[config.mk]
export PLATFORM = sky130hd
export DESIGN_NAME = grind_by_weight_controller_core
export DESIGN_NICKNAME = d
export VERILOG_FILES = /design/src/design/gbw_pkg.sv /design/src/design/grind_by_weight_controller_core.sv /design/src/design/gbw_cfg_regs.sv /design/src/design/gbw_step.sv
export SDC_FILE = /design/constraint.sdc
export NUM_CORES = 1
export LEC_CHECK = 0
export BUFFER_PORTS_ARGS = -buffer_cell sky130_fd_sc_hd__buf_2
export CAP_MARGIN = 20
export CELL_PAD_IN_SITES_DETAIL_PLACEMENT = 1
export CELL_PAD_IN_SITES_GLOBAL_PLACEMENT = 1
export CORE_MARGIN = 4
export CORE_UTILIZATION = 43
export DETAILED_ROUTE_END_ITERATION = 10
export PLACE_DENSITY = 0.86
export SETUP_SLACK_MARGIN = 0.02
export SLEW_MARGIN = 20
export SYNTH_ARGS = -nofsm -noshare
export SYNTH_HDL_FRONTEND = slang
export SYNTH_SLANG_ARGS = --single-unit
[constraint.sdc]
create_clock -name clk_i -period 6.11 [get_ports clk_i]
set_clock_uncertainty 0.1 [all_clocks]
set_input_delay 0.611 -clock clk_i [delete_from_list [all_inputs] [get_ports clk_i]]
set_output_delay 0.611 -clock clk_i [all_outputs]
set_load 0.1 [all_outputs]
[src/design/gbw_pkg.sv]
// Types, constants and codes of the grind-by-weight controller.
package gbw_pkg;

  typedef enum logic [1:0] {
    MODE_EMPTY    = 2'd0,
    MODE_GRINDING = 2'd1,
    MODE_FINISHED = 2'd2,
    MODE_FAILED   = 2'd3
  } mode_e;

  typedef enum logic [1:0] {
    REASON_NO_SAMPLE   = 2'd0,
    REASON_TIMEOUT     = 2'd1,
    REASON_CUP_REMOVED = 2'd2,
    REASON_NO_INCREASE = 2'd3
  } reason_e;

  localparam int CfgIdxW  = 3;
  localparam int CfgDataW = 20;

  typedef enum logic [CfgIdxW-1:0] {
    REG_CUP_WEIGHT    = 3'd0,
    REG_CUP_TOLERANCE = 3'd1,
    REG_TARGET_WEIGHT = 3'd2,
    REG_MAX_GRIND_MS  = 3'd3,
    REG_TARE_INTERVAL = 3'd4
  } cfg_idx_e;

  // Weight thresholds in centigrams, time in milliseconds.
  localparam int RemoveLimitCg   = 500;
  localparam int ProgressDelayMs = 2000;
  localparam int MinGainCg       = 100;
  localparam int TareLowCg       = 20;
  localparam int TareHighCg      = 300;

  localparam logic [16:0] CupWeightRst    = 17'd30000;
  localparam logic [13:0] CupToleranceRst = 14'd1000;
  localparam logic [13:0] TargetWeightRst = 14'd1800;
  localparam logic [19:0] MaxGrindMsRst   = 20'd30000;
  localparam logic [19:0] TareIntervalRst = 20'd5000;

  typedef struct packed {
    logic               sample_ok;
    logic signed [23:0] weight;
    logic        [31:0] now_ms;
  } in_t;

  typedef struct packed {
    logic        [1:0]  status;
    logic               grinder_on;
    logic               tare_request;
    logic               done_event;
    logic               fail_event;
    logic        [1:0]  fail_reason;
    logic signed [23:0] dose_weight;
    logic        [31:0] grind_ms;
  } out_t;

  typedef struct packed {
    logic [16:0] cup_weight;
    logic [13:0] cup_tolerance;
    logic [13:0] target_weight;
    logic [19:0] max_grind_ms;
    logic [19:0] tare_interval_ms;
  } cfg_t;

  typedef struct packed {
    mode_e              mode;
    logic signed [23:0] empty_cup_weight;
    logic        [31:0] start_time;
    logic        [31:0] last_tare_time;
    logic               drive;
  } ctl_t;

endpackage

[src/design/grind_by_weight_controller_core.sv]
// Top level of the grind-by-weight controller.
// Grind-by-weight controller core. Each input transaction carries one filtered
// load-cell sample (signed centigrams), a sample-ok flag and a millisecond
// timestamp; each produces exactly one result transaction with the status after
// the step, the grinder drive level and the tare/done/fail events. Throughput is
// one transaction per clock cycle while out_ready_i does not stall the result
// register. The sample lands in the input register at the accepting edge, and
// the combinational decision logic feeds the result register when the input
// stage advances. The result register decouples the two channels, so a new
// sample is taken while a finished result still waits.
// The five configuration registers are written through cfg_we_i / cfg_idx_i /
// cfg_wdata_i with no wait state; write them only while no transaction is in
// flight. Unknown register indexes are ignored. After reset the controller is
// in the empty state with the grinder off and all timestamps at zero.
module grind_by_weight_controller_core import gbw_pkg::*; (
  input  logic                clk_i,
  input  logic                rst_ni,
  input  logic                in_valid_i,
  output logic                in_ready_o,
  input  in_t                 in_data_i,
  output logic                out_valid_o,
  input  logic                out_ready_i,
  output out_t                out_data_o,
  input  logic                cfg_we_i,
  input  logic [CfgIdxW-1:0]  cfg_idx_i,
  input  logic [CfgDataW-1:0] cfg_wdata_i
);

  cfg_t cfg;
  ctl_t ctl_q, ctl_d;
  out_t res;
  in_t  s1_data_q;
  logic s1_valid_q, s1_valid_d;
  logic out_valid_q, out_valid_d;
  out_t out_data_q;
  logic advance;

  gbw_cfg_regs u_cfg (
    .clk_i       (clk_i),
    .rst_ni      (rst_ni),
    .cfg_we_i    (cfg_we_i),
    .cfg_idx_i   (cfg_idx_i),
    .cfg_wdata_i (cfg_wdata_i),
    .cfg_o       (cfg)
  );

  gbw_step u_step (
    .item_i (s1_data_q),
    .cfg_i  (cfg),
    .ctl_i  (ctl_q),
    .ctl_o  (ctl_d),
    .res_o  (res)
  );

  // Advance the input stage into the result register whenever that register
  // is empty or being emptied this cycle; controller state commits at the
  // same edge, so samples are applied strictly in arrival order.
  assign advance    = s1_valid_q && (!out_valid_q || out_ready_i);
  assign in_ready_o = !s1_valid_q || advance;

  always_comb begin
    s1_valid_d = s1_valid_q;
    if (in_valid_i && in_ready_o) begin
      s1_valid_d = 1'b1;
    end else if (advance) begin
      s1_valid_d = 1'b0;
    end
    out_valid_d = out_valid_q;
    if (advance) begin
      out_valid_d = 1'b1;
    end else if (out_ready_i) begin
      out_valid_d = 1'b0;
    end
  end

  always_ff @(posedge clk_i or negedge rst_ni) begin
    if (!rst_ni) begin
      s1_valid_q  <= 1'b0;
      out_valid_q <= 1'b0;
      ctl_q.mode             <= MODE_EMPTY;
      ctl_q.empty_cup_weight <= '0;
      ctl_q.start_time       <= '0;
      ctl_q.last_tare_time   <= '0;
      ctl_q.drive            <= 1'b0;
    end else begin
      s1_valid_q  <= s1_valid_d;
      out_valid_q <= out_valid_d;
      if (advance) begin
        ctl_q <= ctl_d;
      end
    end
  end

  // Payload registers: hold the sample and the result, no reset needed.
  always_ff @(posedge clk_i) begin
    if (in_valid_i && in_ready_o) begin
      s1_data_q <= in_data_i;
    end
    if (advance) begin
      out_data_q <= res;
    end
  end

  assign out_valid_o = out_valid_q;
  assign out_data_o  = out_data_q;

endmodule

[src/design/gbw_cfg_regs.sv]
// Configuration register file with a plain write port.
module gbw_cfg_regs import gbw_pkg::*; (
  input  logic                clk_i,
  input  logic                rst_ni,
  input  logic                cfg_we_i,
  input  logic [CfgIdxW-1:0]  cfg_idx_i,
  input  logic [CfgDataW-1:0] cfg_wdata_i,
  output cfg_t                cfg_o
);

  cfg_t cfg_q, cfg_d;

  always_comb begin
    cfg_d = cfg_q;
    if (cfg_we_i) begin
      unique case (cfg_idx_i)
        REG_CUP_WEIGHT:    cfg_d.cup_weight       = cfg_wdata_i[16:0];
        REG_CUP_TOLERANCE: cfg_d.cup_tolerance    = cfg_wdata_i[13:0];
        REG_TARGET_WEIGHT: cfg_d.target_weight    = cfg_wdata_i[13:0];
        REG_MAX_GRIND_MS:  cfg_d.max_grind_ms     = cfg_wdata_i;
        REG_TARE_INTERVAL: cfg_d.tare_interval_ms = cfg_wdata_i;
        default:           cfg_d = cfg_q;
      endcase
    end
  end

  always_ff @(posedge clk_i or negedge rst_ni) begin
    if (!rst_ni) begin
      cfg_q.cup_weight       <= CupWeightRst;
      cfg_q.cup_tolerance    <= CupToleranceRst;
      cfg_q.target_weight    <= TargetWeightRst;
      cfg_q.max_grind_ms     <= MaxGrindMsRst;
      cfg_q.tare_interval_ms <= TareIntervalRst;
    end else begin
      cfg_q <= cfg_d;
    end
  end

  assign cfg_o = cfg_q;

endmodule

[src/design/gbw_step.sv]
// Decision logic for one weight sample: next controller state and result.
module gbw_step import gbw_pkg::*; (
  input  in_t  item_i,
  input  cfg_t cfg_i,
  input  ctl_t ctl_i,
  output ctl_t ctl_o,
  output out_t res_o
);

  logic signed [25:0] w26, empty26, cup_diff, cup_abs, gain, low_lim;
  logic        [24:0] w_abs;
  logic        [31:0] elapsed, since_tare;
  logic               cup_ok, tare_ok, gain_big, gain_small;

  always_comb begin
    w26      = {{2{item_i.weight[23]}}, item_i.weight};
    empty26  = {{2{ctl_i.empty_cup_weight[23]}}, ctl_i.empty_cup_weight};
    cup_diff = w26 - $signed({9'b0, cfg_i.cup_weight});
    cup_abs  = cup_diff[25] ? -cup_diff : cup_diff;
    w_abs    = item_i.weight[23] ? -{item_i.weight[23], item_i.weight}
                                 : {item_i.weight[23], item_i.weight};
    gain     = w26 - empty26;
    low_lim  = empty26 - $signed({12'b0, cfg_i.cup_tolerance});
    elapsed    = item_i.now_ms - ctl_i.start_time;
    since_tare = item_i.now_ms - ctl_i.last_tare_time;

    cup_ok     = cup_abs < $signed({12'b0, cfg_i.cup_tolerance});
    tare_ok    = (since_tare >= {12'b0, cfg_i.tare_interval_ms})
              && (w_abs > 25'(TareLowCg)) && (w_abs < 25'(TareHighCg));
    gain_big   = gain > $signed(26'(8388607));
    gain_small = gain < $signed(-26'(8388608));

    ctl_o = ctl_i;
    res_o = '0;

    if (!item_i.sample_ok) begin
      ctl_o.drive       = 1'b0;
      ctl_o.mode        = MODE_FAILED;
      res_o.fail_event  = 1'b1;
      res_o.fail_reason = REASON_NO_SAMPLE;
    end else begin
      unique case (ctl_i.mode)
        MODE_EMPTY: begin
          if (cup_ok) begin
            ctl_o.empty_cup_weight = item_i.weight;
            ctl_o.mode             = MODE_GRINDING;
            ctl_o.start_time       = item_i.now_ms;
            ctl_o.drive            = 1'b1;
          end else if (tare_ok) begin
            res_o.tare_request     = 1'b1;
            ctl_o.last_tare_time   = item_i.now_ms;
            ctl_o.empty_cup_weight = '0;
          end
        end
        MODE_GRINDING: begin
          if (elapsed > {12'b0, cfg_i.max_grind_ms}) begin
            res_o.fail_event  = 1'b1;
            res_o.fail_reason = REASON_TIMEOUT;
          end else if (w26 < low_lim) begin
            res_o.fail_event  = 1'b1;
            res_o.fail_reason = REASON_CUP_REMOVED;
          end else if (elapsed > 32'(ProgressDelayMs) && gain < 26'(MinGainCg)) begin
            res_o.fail_event  = 1'b1;
            res_o.fail_reason = REASON_NO_INCREASE;
          end else if (gain >= $signed({12'b0, cfg_i.target_weight})) begin
            ctl_o.drive      = 1'b0;
            ctl_o.mode       = MODE_FINISHED;
            res_o.done_event = 1'b1;
            res_o.grind_ms   = elapsed;
            if (gain_big) begin
              res_o.dose_weight = 24'sh7FFFFF;
            end else if (gain_small) begin
              res_o.dose_weight = 24'sh800000;
            end else begin
              res_o.dose_weight = gain[23:0];
            end
          end
          if (res_o.fail_event) begin
            ctl_o.drive = 1'b0;
            ctl_o.mode  = MODE_FAILED;
          end
        end
        default: begin
          // finished or failed: drop back to empty once the cup is off
          if (w26 < 26'(RemoveLimitCg)) begin
            ctl_o.mode = MODE_EMPTY;
          end
        end
      endcase
    end

    res_o.status     = ctl_o.mode;
    res_o.grinder_on = ctl_o.drive;
  end

endmodule

Word level (Yosys, flattened, before mapping)
Cells that the tools add are included.
{"block": "op_classes", "addsub": 7, "order_cmp": 12, "eq_ne": 5, "n_mux": 39, "bitwise_logic": 5, "reduce_logical": 27}
{"op": "$mux W56", "count": 4}
{"op": "$mux W24", "count": 4}
{"op": "$sub A32 B32 Y32", "count": 2}
{"op": "$mux W59", "count": 1}
{"op": "$ge A32 B20 Y1", "count": 1}
{"op": "$gt A32 B11 Y1 const B", "count": 1}
{"op": "$gt A32 B20 Y1", "count": 1}
{"op": "$ge A26 B15 Y1", "count": 1}
{"op": "$gt A26 B24 Y1 const B", "count": 1}
{"op": "$lt A26 B15 Y1", "count": 1}
{"op": "$lt A26 B24 Y1 const B", "count": 1}
{"op": "$lt A26 B8 Y1 const B", "count": 1}
{"op": "$mux W26", "count": 1}
{"op": "$neg A26 Y26", "count": 1}
{"op": "$gt A25 B5 Y1 const B", "count": 1}
{"op": "$lt A24 B25 Y1", "count": 1}
{"op": "$lt A25 B9 Y1 const B", "count": 1}
{"op": "$mux W25", "count": 1}
{"op": "$neg A25 Y25", "count": 1}
{"op": "$sub A24 B15 Y25", "count": 1}
{"op": "$sub A24 B18 Y25", "count": 1}
{"op": "$sub A24 B24 Y25", "count": 1}
{"op": "$lt A24 B10 Y1 const B", "count": 1}
{"op": "$mux W2", "count": 8}
{"op": "other kinds (22)", "count": 57}
{"block": "word_totals", "regBits": 299, "in_bits": 85, "output_inout_bits": 66, "word_cells": 119}

Depth between registers and ports, before layout
Gate-level depths: netlist (run 1).
{"block": "logic_depth", "word_depth": 11, "mapped_depth": 30, "ltp_nobuf": 29}

Cells and area by module
From an unflattened synthesis (run 1), not the netlist that was laid out.
{"block": "hier_totals", "hier_cells": 2382, "hier_area_um2": 23759.0}
{"mod": "gbw_step", "n_inst": 1, "cells_each": 1876, "area_per_inst_um2": 12988.7, "seq_area_each_um2": 0.0}
{"mod": "grind_by_weight_controller_core", "n_inst": 1, "cells_each": 322, "area_per_inst_um2": 7522.2, "seq_area_each_um2": 5960.7}
{"mod": "gbw_cfg_regs", "n_inst": 1, "cells_each": 184, "area_per_inst_um2": 3248.1, "seq_area_each_um2": 2163.3}

Least setup slack after synthesis (run 1)
Ideal clock, no wire load.
{"block": "synth_timing", "path_type": "flip-flop to flip-flop", "start": "register ctl_q[65] (netlist name)", "end": "register out_data_q (netlist bit out_data_o[44]), data pin", "setup_time_ns": 0.141, "t_arrival_ns": 5.557, "t_required_ns": 5.869, "slack_ns": 0.312, "stages_incl_launch_ff": 29, "n_path_buf": 2, "period_less_slack_ns": 5.798, "cell_sequence": "dfrtp_1 > inv_1 > ha_1 > inv_1 > fa_1 > a21o_1 > a21oi_1 > o21ai_0 > a21oi_1 > o21ai_0 > a21oi_1 > nor2b_1 > o21a_1 > o211a_1 > o31ai_1 > nand3_1 > xnor2_1 > ha_1 > nand3_1 > nor2_1 > nand2_1 > a2111oi_0 > o2111ai_1 > nor4_1 > nor2_1 > or4_4 > buf_6 > buf_6 > a21oi_2"}
{"block": "synth_between", "elab_chain_len": 4, "elab_cells_between_ends": 12, "classes_between": "add/sub (2); order compare (5); mux (2); bitwise (1); reduce/logical (2)"}
{"element": "from (decl)", "line_no": "grind_by_weight_controller_core.sv:30", "rtl": "ctl_t ctl_q, ctl_d;"}
{"element": "from (signal assigned)", "line_no": "grind_by_weight_controller_core.sv:89", "rtl": "ctl_q <= ctl_d;"}
{"element": "$sub A24 B24 Y25", "line_no": "gbw_step.sv:22", "rtl": "gain = w26 - empty26;"}
{"element": "$lt A26 B8 Y1, or another cell as far along", "line_no": "gbw_step.sv:62", "rtl": "end else if (elapsed > 32'(ProgressDelayMs) && gain < 26'(MinGainCg)) begin"}
{"element": "$logic_and A1 B1 Y1, or another cell as far along", "line_no": "gbw_step.sv:62"}
{"element": "$reduce_or A6 Y1 (no source line) or $mux W24 (tied branches)"}
{"element": "to (signal assigned)", "line_no": "grind_by_weight_controller_core.sv:100", "rtl": "out_data_q <= res;"}
{"element": "to (decl)", "line_no": "grind_by_weight_controller_core.sv:35", "rtl": "out_t out_data_q;"}
Several ways; a longest one is shown, not always the timed one.
A chain may end at the register's enable or synchronous reset.

Final worst setup path (run 1)
{"block": "layout_timing", "start": "register s1_data_q[0] (netlist name)", "end": "register ctl_q[15] (netlist name)"}
{"block": "layout_between", "elab_chain_len": 5}
{"element": "from (decl)", "line_no": "grind_by_weight_controller_core.sv:32", "rtl": "in_t s1_data_q;"}
{"element": "from (signal assigned)", "line_no": "grind_by_weight_controller_core.sv:97", "rtl": "s1_data_q <= in_data_i;"}
{"element": "$sub A32 B32 Y32", "line_no": "gbw_step.sv:25", "rtl": "since_tare = item_i.now_ms - ctl_i.last_tare_time;"}
{"element": "$ge A32 B20 Y1", "line_no": "gbw_step.sv:28", "rtl": "tare_ok = (since_tare >= {12'b0, cfg_i.tare_interval_ms})"}
{"element": "$logic_and A1 B1 Y1 (2 in series)", "line_no": "gbw_step.sv:29", "rtl": "&& (w_abs > 25'(TareLowCg)) && (w_abs < 25'(TareHighCg));"}
{"element": "$reduce_and A5 Y1 (no source line)"}
Every way passes these cells.

==> impl_metrics.tcl, run 1 <==
set metrics [dict create \
    period_needed_ns 6.057 \
    die_y_microns 234.1 \
    routed_wirelength_mm 78.14 \
    synthMuxAreaShare_pct 3.717 \
    coreArea_sq_um 50380 \
    first_pass_iters 6 \
    worstPathRequired_ns 6.47 \
    dieArea_sq_um 54800 \
    avgViaCountPerCell 6.019 \
    place.gp.congestion 0.9494 \
    syn2layout_area_growth_pct 18.21 \
    synth_flop_cell "dfrtp_1" \
    hold_class "primary input to flop" \
    overflow 0 \
    synth-simple-area-share_pct 15.58 \
    cts_inserted_buffers 37 \
    post_dp_cell_area_sq_um 24100 \
    dp_hpwl_mm 58.07 \
    synth_area_sq_um 21980 \
    design_area_sq_um 25980 \
    synth.top_cell.area_share_pct 16.96 \
    final_nets 2967 \
    cp_max_fo 11 \
    finalWorstSetupSlack_ns 0.05308 \
    slew_violations 0 \
    synth_top_area_cell "dfrtp_1" \
    max_freq_ghz 0.1651 \
    row_count 82 \
    synth_top_family_by_area "compound AO/OA/AOI/OAI gates" \
    cp_slowest_cell "or4_1" \
    wl_per_cell_microns 23.19 \
    io_pins 151 \
    yosys_warnings 0 \
    ir_worst_vdd_mv 0.2580 \
    critPathTopFamily "compound AO/OA/AOI/OAI gates" \
    grt_pass1_vias 21429 \
    r2r-start "s1_data_q[0]" \
    netlist_top_cells_area "dfrtp_1 (17%), edfxtp_1 (17%), ha_1 (12%)" \
    grt_start_max_net_pins 110 \
    crit_arrival_ns 6.42 \
    synthAdderAreaFrac_pct 12.41 \
    mostFrequentLayoutCells "inv_1 (226), nand2_1 (224), ha_1 (206)" \
    synth_compound_area_share_pct 21.28 \
    r2r_slack_ns 0.05 \
    syn_area_per_cell_sq_um 9.072 \
    vias 20278 \
    status "finished clean" \
    drt_first_iter_violations 1314 \
    drv_cap 0 \
    timing.rr.end "ctl_q[15]" \
    die_w_microns 234.1 \
    p_per_area_nw_per_um2 272.5 \
    antenna_found_initial 6 \
    min_from "in_data_i[15]" \
    path_clk_slew_ns 0.06 \
    whs_endpoint "s1_data_q[15]" \
    synth_edf_count 121 \
    syn_inst 2423 \
    slowest_delay_ns 0.56 \
    slew-limit-headroom_pct 27.06 \
    clock_path_buffers 3 \
    cts_sinks 299 \
    fin_total_pwr_mw 7.081 \
    seq_area_frac_synth_pct 36.96 \
    track_usage_pct 27.17 \
    hold_depth 1 \
    final_common_cell "inv_1" \
    finalSetupViolCount 0 \
    start_util_pct 43.63 \
    finalCritPeriodShare_pct 99.13 \
    reg2regPathDepth 25 \
    grt_pass1_wl_mm 117.1 \
    drtAntennaViolNets 0 \
    layout-drive-gt1-share_pct 19.92 \
    crit_path_end_kind "flop" \
    hold_viol_final 0 \
    pre_cts_slack_ns -0.3006 \
    clk_latency_ns 0.58 \
    cts_tree "yes" \
    synth_cell_type_count 95 \
    path_buf_inv 3 \
    synth-seq-cells 299 \
    drc 0 \
    io_buffer_count 150 \
    synth_xor_area_share_pct 4.218 \
    final.setup.tns_ns 0 \
    p_leak_nw 11.43 \
    clockRootBuffer "clkbuf_16" \
    max_slew.worst_pin.slew_ns 1.066 \
    critPathKind "flop to flop" \
    async_reset_ff_share_pct 59.53 \
    htree_levels 2 \
    start_kind "flop" \
]
through the flow:
stage | util (%) | hold WS, ns | instances
finish | 51.58 | 0.1050 | 3369
global route | 51.58 | 0.09097 | 3369
CTS | 50.60 | 0.08036 | 3349
detailed placement | 47.84 | 0.3827 | 3278
global placement | 47.84 | 0.3698 | 3278
floorplan | - | 0.2154 | 2435
area by class of cell:
cell class	instances	area, sq um
clock inverters	19	227.7
multi-input cells	1822	12980
clock buffers	49	1065
flip-flops and latches	299	8124
well taps	672	840.8
inverters	229	862.1
diodes	1	2.502
fillers	5819	24390
repair buffers	278	1884
routing by layer:
metal	track usage [%]	part of all wire (%)	vias to the layer above
met3	3.596	4.2	248
li1	-	-	9269
met1	31.17	39	10207
met4	14.76	6.3	0
met2	49.00	50	554
met5	0	0	-
logic make-up (layout without fill, tap and decap cells):
kind of cell / Yosys count / count (layout)
buffers and inverters: 315 / 575
flip-flops: 299 / 299
XOR/XNOR: 105 / 105
AO/OA/AOI/OAI: 719 / 719
other: 1 / 14
multiplexers: 74 / 74
adder cells (fa/ha/maj): 215 / 215
AND/OR/NAND/NOR: 695 / 696
synthesized netlist by cell type, types with 50 or more instances:
master,count
ha_1,210
nand3_1,89
dfrtp_1,149
inv_1,228
nand2_1,225
edfxtp_1,121
nor3_1,50
clkbuf_1,58
nor2_1,125
a21oi_1,157
a21o_1,60
xnor2_1,62
o21ai_0,201
registers in the layout, summed over array words and instances, names as in the netlist:
name	flops
out_data_o	64
s1_valid_q	1
s1_data_q	57
ctl_q	91
u_cfg.cfg_o	85
out_valid_o	1
power breakdown:
group          internal, mW  total [mW]  leakage [nW]  switching, mW
sequential             2.31        2.42          3.29          0.108
combinational         0.824        2.29          7.51           1.47
clock                  1.38        2.37         0.627          0.994
total                  4.51        7.08          11.4           2.57
how the worst max path moves through the flow:
| stage | from | end | slack, ns | cells past startpoint |
|---|---|---|---|---|
| after floorplan | ctl_q[65] | out_data_o[44] | 0.31 | 28 |
| after global placement | s1_data_q[0] | out_data_o[54] | 0.14 | 23 |
| after detailed placement | s1_data_q[0] | out_data_o[54] | -0.30 | 23 |
| after CTS | s1_data_q[0] | ctl_q[9] | 0.03 | 25 |
| after global routing | s1_data_q[0] | ctl_q[13] | -0.17 | 25 |
| final | s1_data_q[0] | ctl_q[15] | 0.05 | 25 |
timing repair:
item                                    in CTS  in global routing
pin swaps                                    6                 33
buffers inserted                             2                 13
cloned                                       0                  6
resized for setup                           19                 67
hold buffers                                 1                  0
endpoints found under the setup margin      82                139
hold endpoints to repair                    36                  0
Note: power is estimated with default switching activity, not from simulation.
==> run 2: changes to the inputs <==
--- a/config.mk
+++ b/config.mk
@@ -12,6 +12,7 @@
 export CORE_MARGIN = 4
 export CORE_UTILIZATION = 43
 export DETAILED_ROUTE_END_ITERATION = 10
+export HOLD_SLACK_MARGIN = 0.15
 export PLACE_DENSITY = 0.86
 export SETUP_SLACK_MARGIN = 0.02
 export SLEW_MARGIN = 20
==> impl_metrics.tcl, run 2 (synthesis gave the netlist of run 1 again) <==
set metrics [dict create \
    cp_cell_sequence "inv_2, ha_1, inv_1, fa_2, a211oi_4, o21ai_2, a31oi_2, o211a_1, a21oi_1, xnor2_1, inv_1, ha_1, and4_4, nand3_1, nor4_2, a21oi_1, a211oi_2, o211ai_1, or4_1, or4_4, or4_4, buf_12, a21oi_2" \
    ir_worst_vdd_mv 0.2520 \
    crit_path_end_kind "flop" \
    mostFrequentLayoutCells "inv_1 (226), nand2_1 (224), ha_1 (206)" \
    start_kind "flop" \
    first_pass_iters 7 \
    drv_cap 0 \
    p_per_area_nw_per_um2 267.7 \
    max_slew.worst_pin.slew_ns 1.035 \
    grt_pass1_wl_mm 118.5 \
    slew-limit-headroom_pct 29.24 \
    overflow 0 \
    cts_tree "yes" \
    fin_total_pwr_mw 7.108 \
    io_buffer_count 150 \
    track_usage_pct 27.48 \
    post_dp_cell_area_sq_um 24100 \
    top_register "ctl_q" \
    largest_register_ffs 91 \
    io_pins 151 \
    n_antenna_cell 0 \
    status "finished clean" \
    die_y_microns 234.1 \
    dieArea_sq_um 54800 \
    wl_per_cell_microns 23.05 \
    critPathTopFamily "simple AND/OR/NAND/NOR gates" \
    die_w_microns 234.1 \
    period_needed_ns 6.055 \
    cp_max_fo 7 \
    hold_class "primary input to flop" \
    row_count 82 \
    drtAntennaViolNets 0 \
    whs_ns 0.1780 \
    vias 20466 \
    finalSetupViolCount 0 \
    start_util_pct 43.63 \
    syn2layout_area_growth_pct 20.78 \
    path_buf_inv 4 \
    path_clk_slew_ns 0.06 \
    cts_inserted_buffers 37 \
    final_nets 3023 \
    clock_path_buffers 3 \
    drc 0 \
    drt_first_iter_violations 1233 \
    routed_wirelength_mm 78.94 \
    grt_start_max_net_pins 110 \
    hold_viol_final 0 \
    finalCritPeriodShare_pct 99.11 \
    slew_violations 0 \
    cts_sinks 299 \
    grt_pass1_vias 21749 \
    coreArea_sq_um 50380 \
    htree_levels 2 \
    layout-drive-gt1-share_pct 19.44 \
    dp_hpwl_mm 58.07 \
    design_area_sq_um 26550 \
    critPathKind "flop to flop" \
    place.gp.congestion 0.9494 \
    antenna_found_initial 5 \
    worstPathRequired_ns 6.41 \
    crit_arrival_ns 6.35 \
    max_freq_ghz 0.1651 \
    final_common_cell "inv_1" \
    clockRootBuffer "clkbuf_16" \
    slowest_delay_ns 0.67 \
    clk_latency_ns 0.58 \
    p_leak_nw 11.66 \
    cp_slowest_cell "or4_4" \
    avgViaCountPerCell 5.977 \
]
==> run 2: cell types whose count changed in the layout (fill, tap and decap cells not counted), sizes merged <==
cell,delta
buf,-2
dlygate4sd3,+58
diode,-1
==> run 2: metal layers <==
metal / track usage (%) / wire length [microns] / up-vias
li1: - / - / 9368
met1: 31.15 / 30510 / 10263
met2: 50.09 / 40220 / 597
met3: 3.790 / 3378 / 238
met4: 14.52 / 4826 / 0
met5: 0 / 0 / -
==> run 2: through the flow <==
stage,setup TNS (ns),worst slack (ns),instances,utilization [%]
after floorplan,0,0.3122,2435,-
after global placement,0,0.1401,3278,47.84
after detailed placement,-11.92,-0.3006,3278,47.84
after CTS,0,0.02893,3407,51.75
after global routing,-4.850,-0.1388,3424,52.70
final,0,0.05459,3424,52.70
==> run 2: layout make-up <==
cell class              count  area (sq um)
inverters                 229         862.1
flip-flops and latches    299          8124
repair buffers            334          2450
clock buffers              49          1065
well taps                 672         840.8
fillers                  5785         23830
multi-input cells        1822         12980
clock inverters            19         227.7
==> run 2: timing repair <==
action                                 CTS  global route
setup endpoints to repair               82           139
pin swaps                                6            33
setup buffers                            2            11
cloned                                   0             6
endpoints found under the hold margin  120             0
hold buffers                            59             0
gates resized for setup                 19            67
==> run 2: final timing paths <==
path                            startpoint               to  slack, ns  depth (start not counted)
setup / recovery              s1_data_q[0]   out_data_o[38]       0.05                         23
hold / removal             cfg_wdata_i[18]  u_cfg.cfg_o[18]       0.18                          3
setup reg to reg              s1_data_q[0]   out_data_o[38]       0.05                         23
hold reg to reg                  ctl_q[14]        ctl_q[14]       0.39                          1
max in group asynchronous           rst_ni  u_cfg.cfg_o[75]       4.26                          3
min in group asynchronous           rst_ni        ctl_q[25]       0.50                          2
==> run 2: report_power, final <==
group          switching, mW  leakage [nW]  internal [mW]
Combinational           1.47          7.74          0.847
Sequential             0.109          3.29           2.31
Clock                  0.991         0.627           1.38
==> run 2: worst register-to-register path: stages, from the launching register on <==
cell and delay (ns):
edfxtp_1 0.40, inv_2 0.09, ha_1 0.17, inv_1 0.07, fa_2 0.40, a211oi_4 0.27
o21ai_2 0.12, a31oi_2 0.22, o211a_1 0.24, a21oi_1 0.09, xnor2_1 0.26, inv_1 0.08
ha_1 0.28, and4_4 0.24, nand3_1 0.09, nor4_2 0.23, a21oi_1 0.08, a211oi_2 0.31
o211ai_1 0.14, or4_1 0.50, or4_4 0.48, or4_4 0.68, buf_12 0.20, a21oi_2 0.17
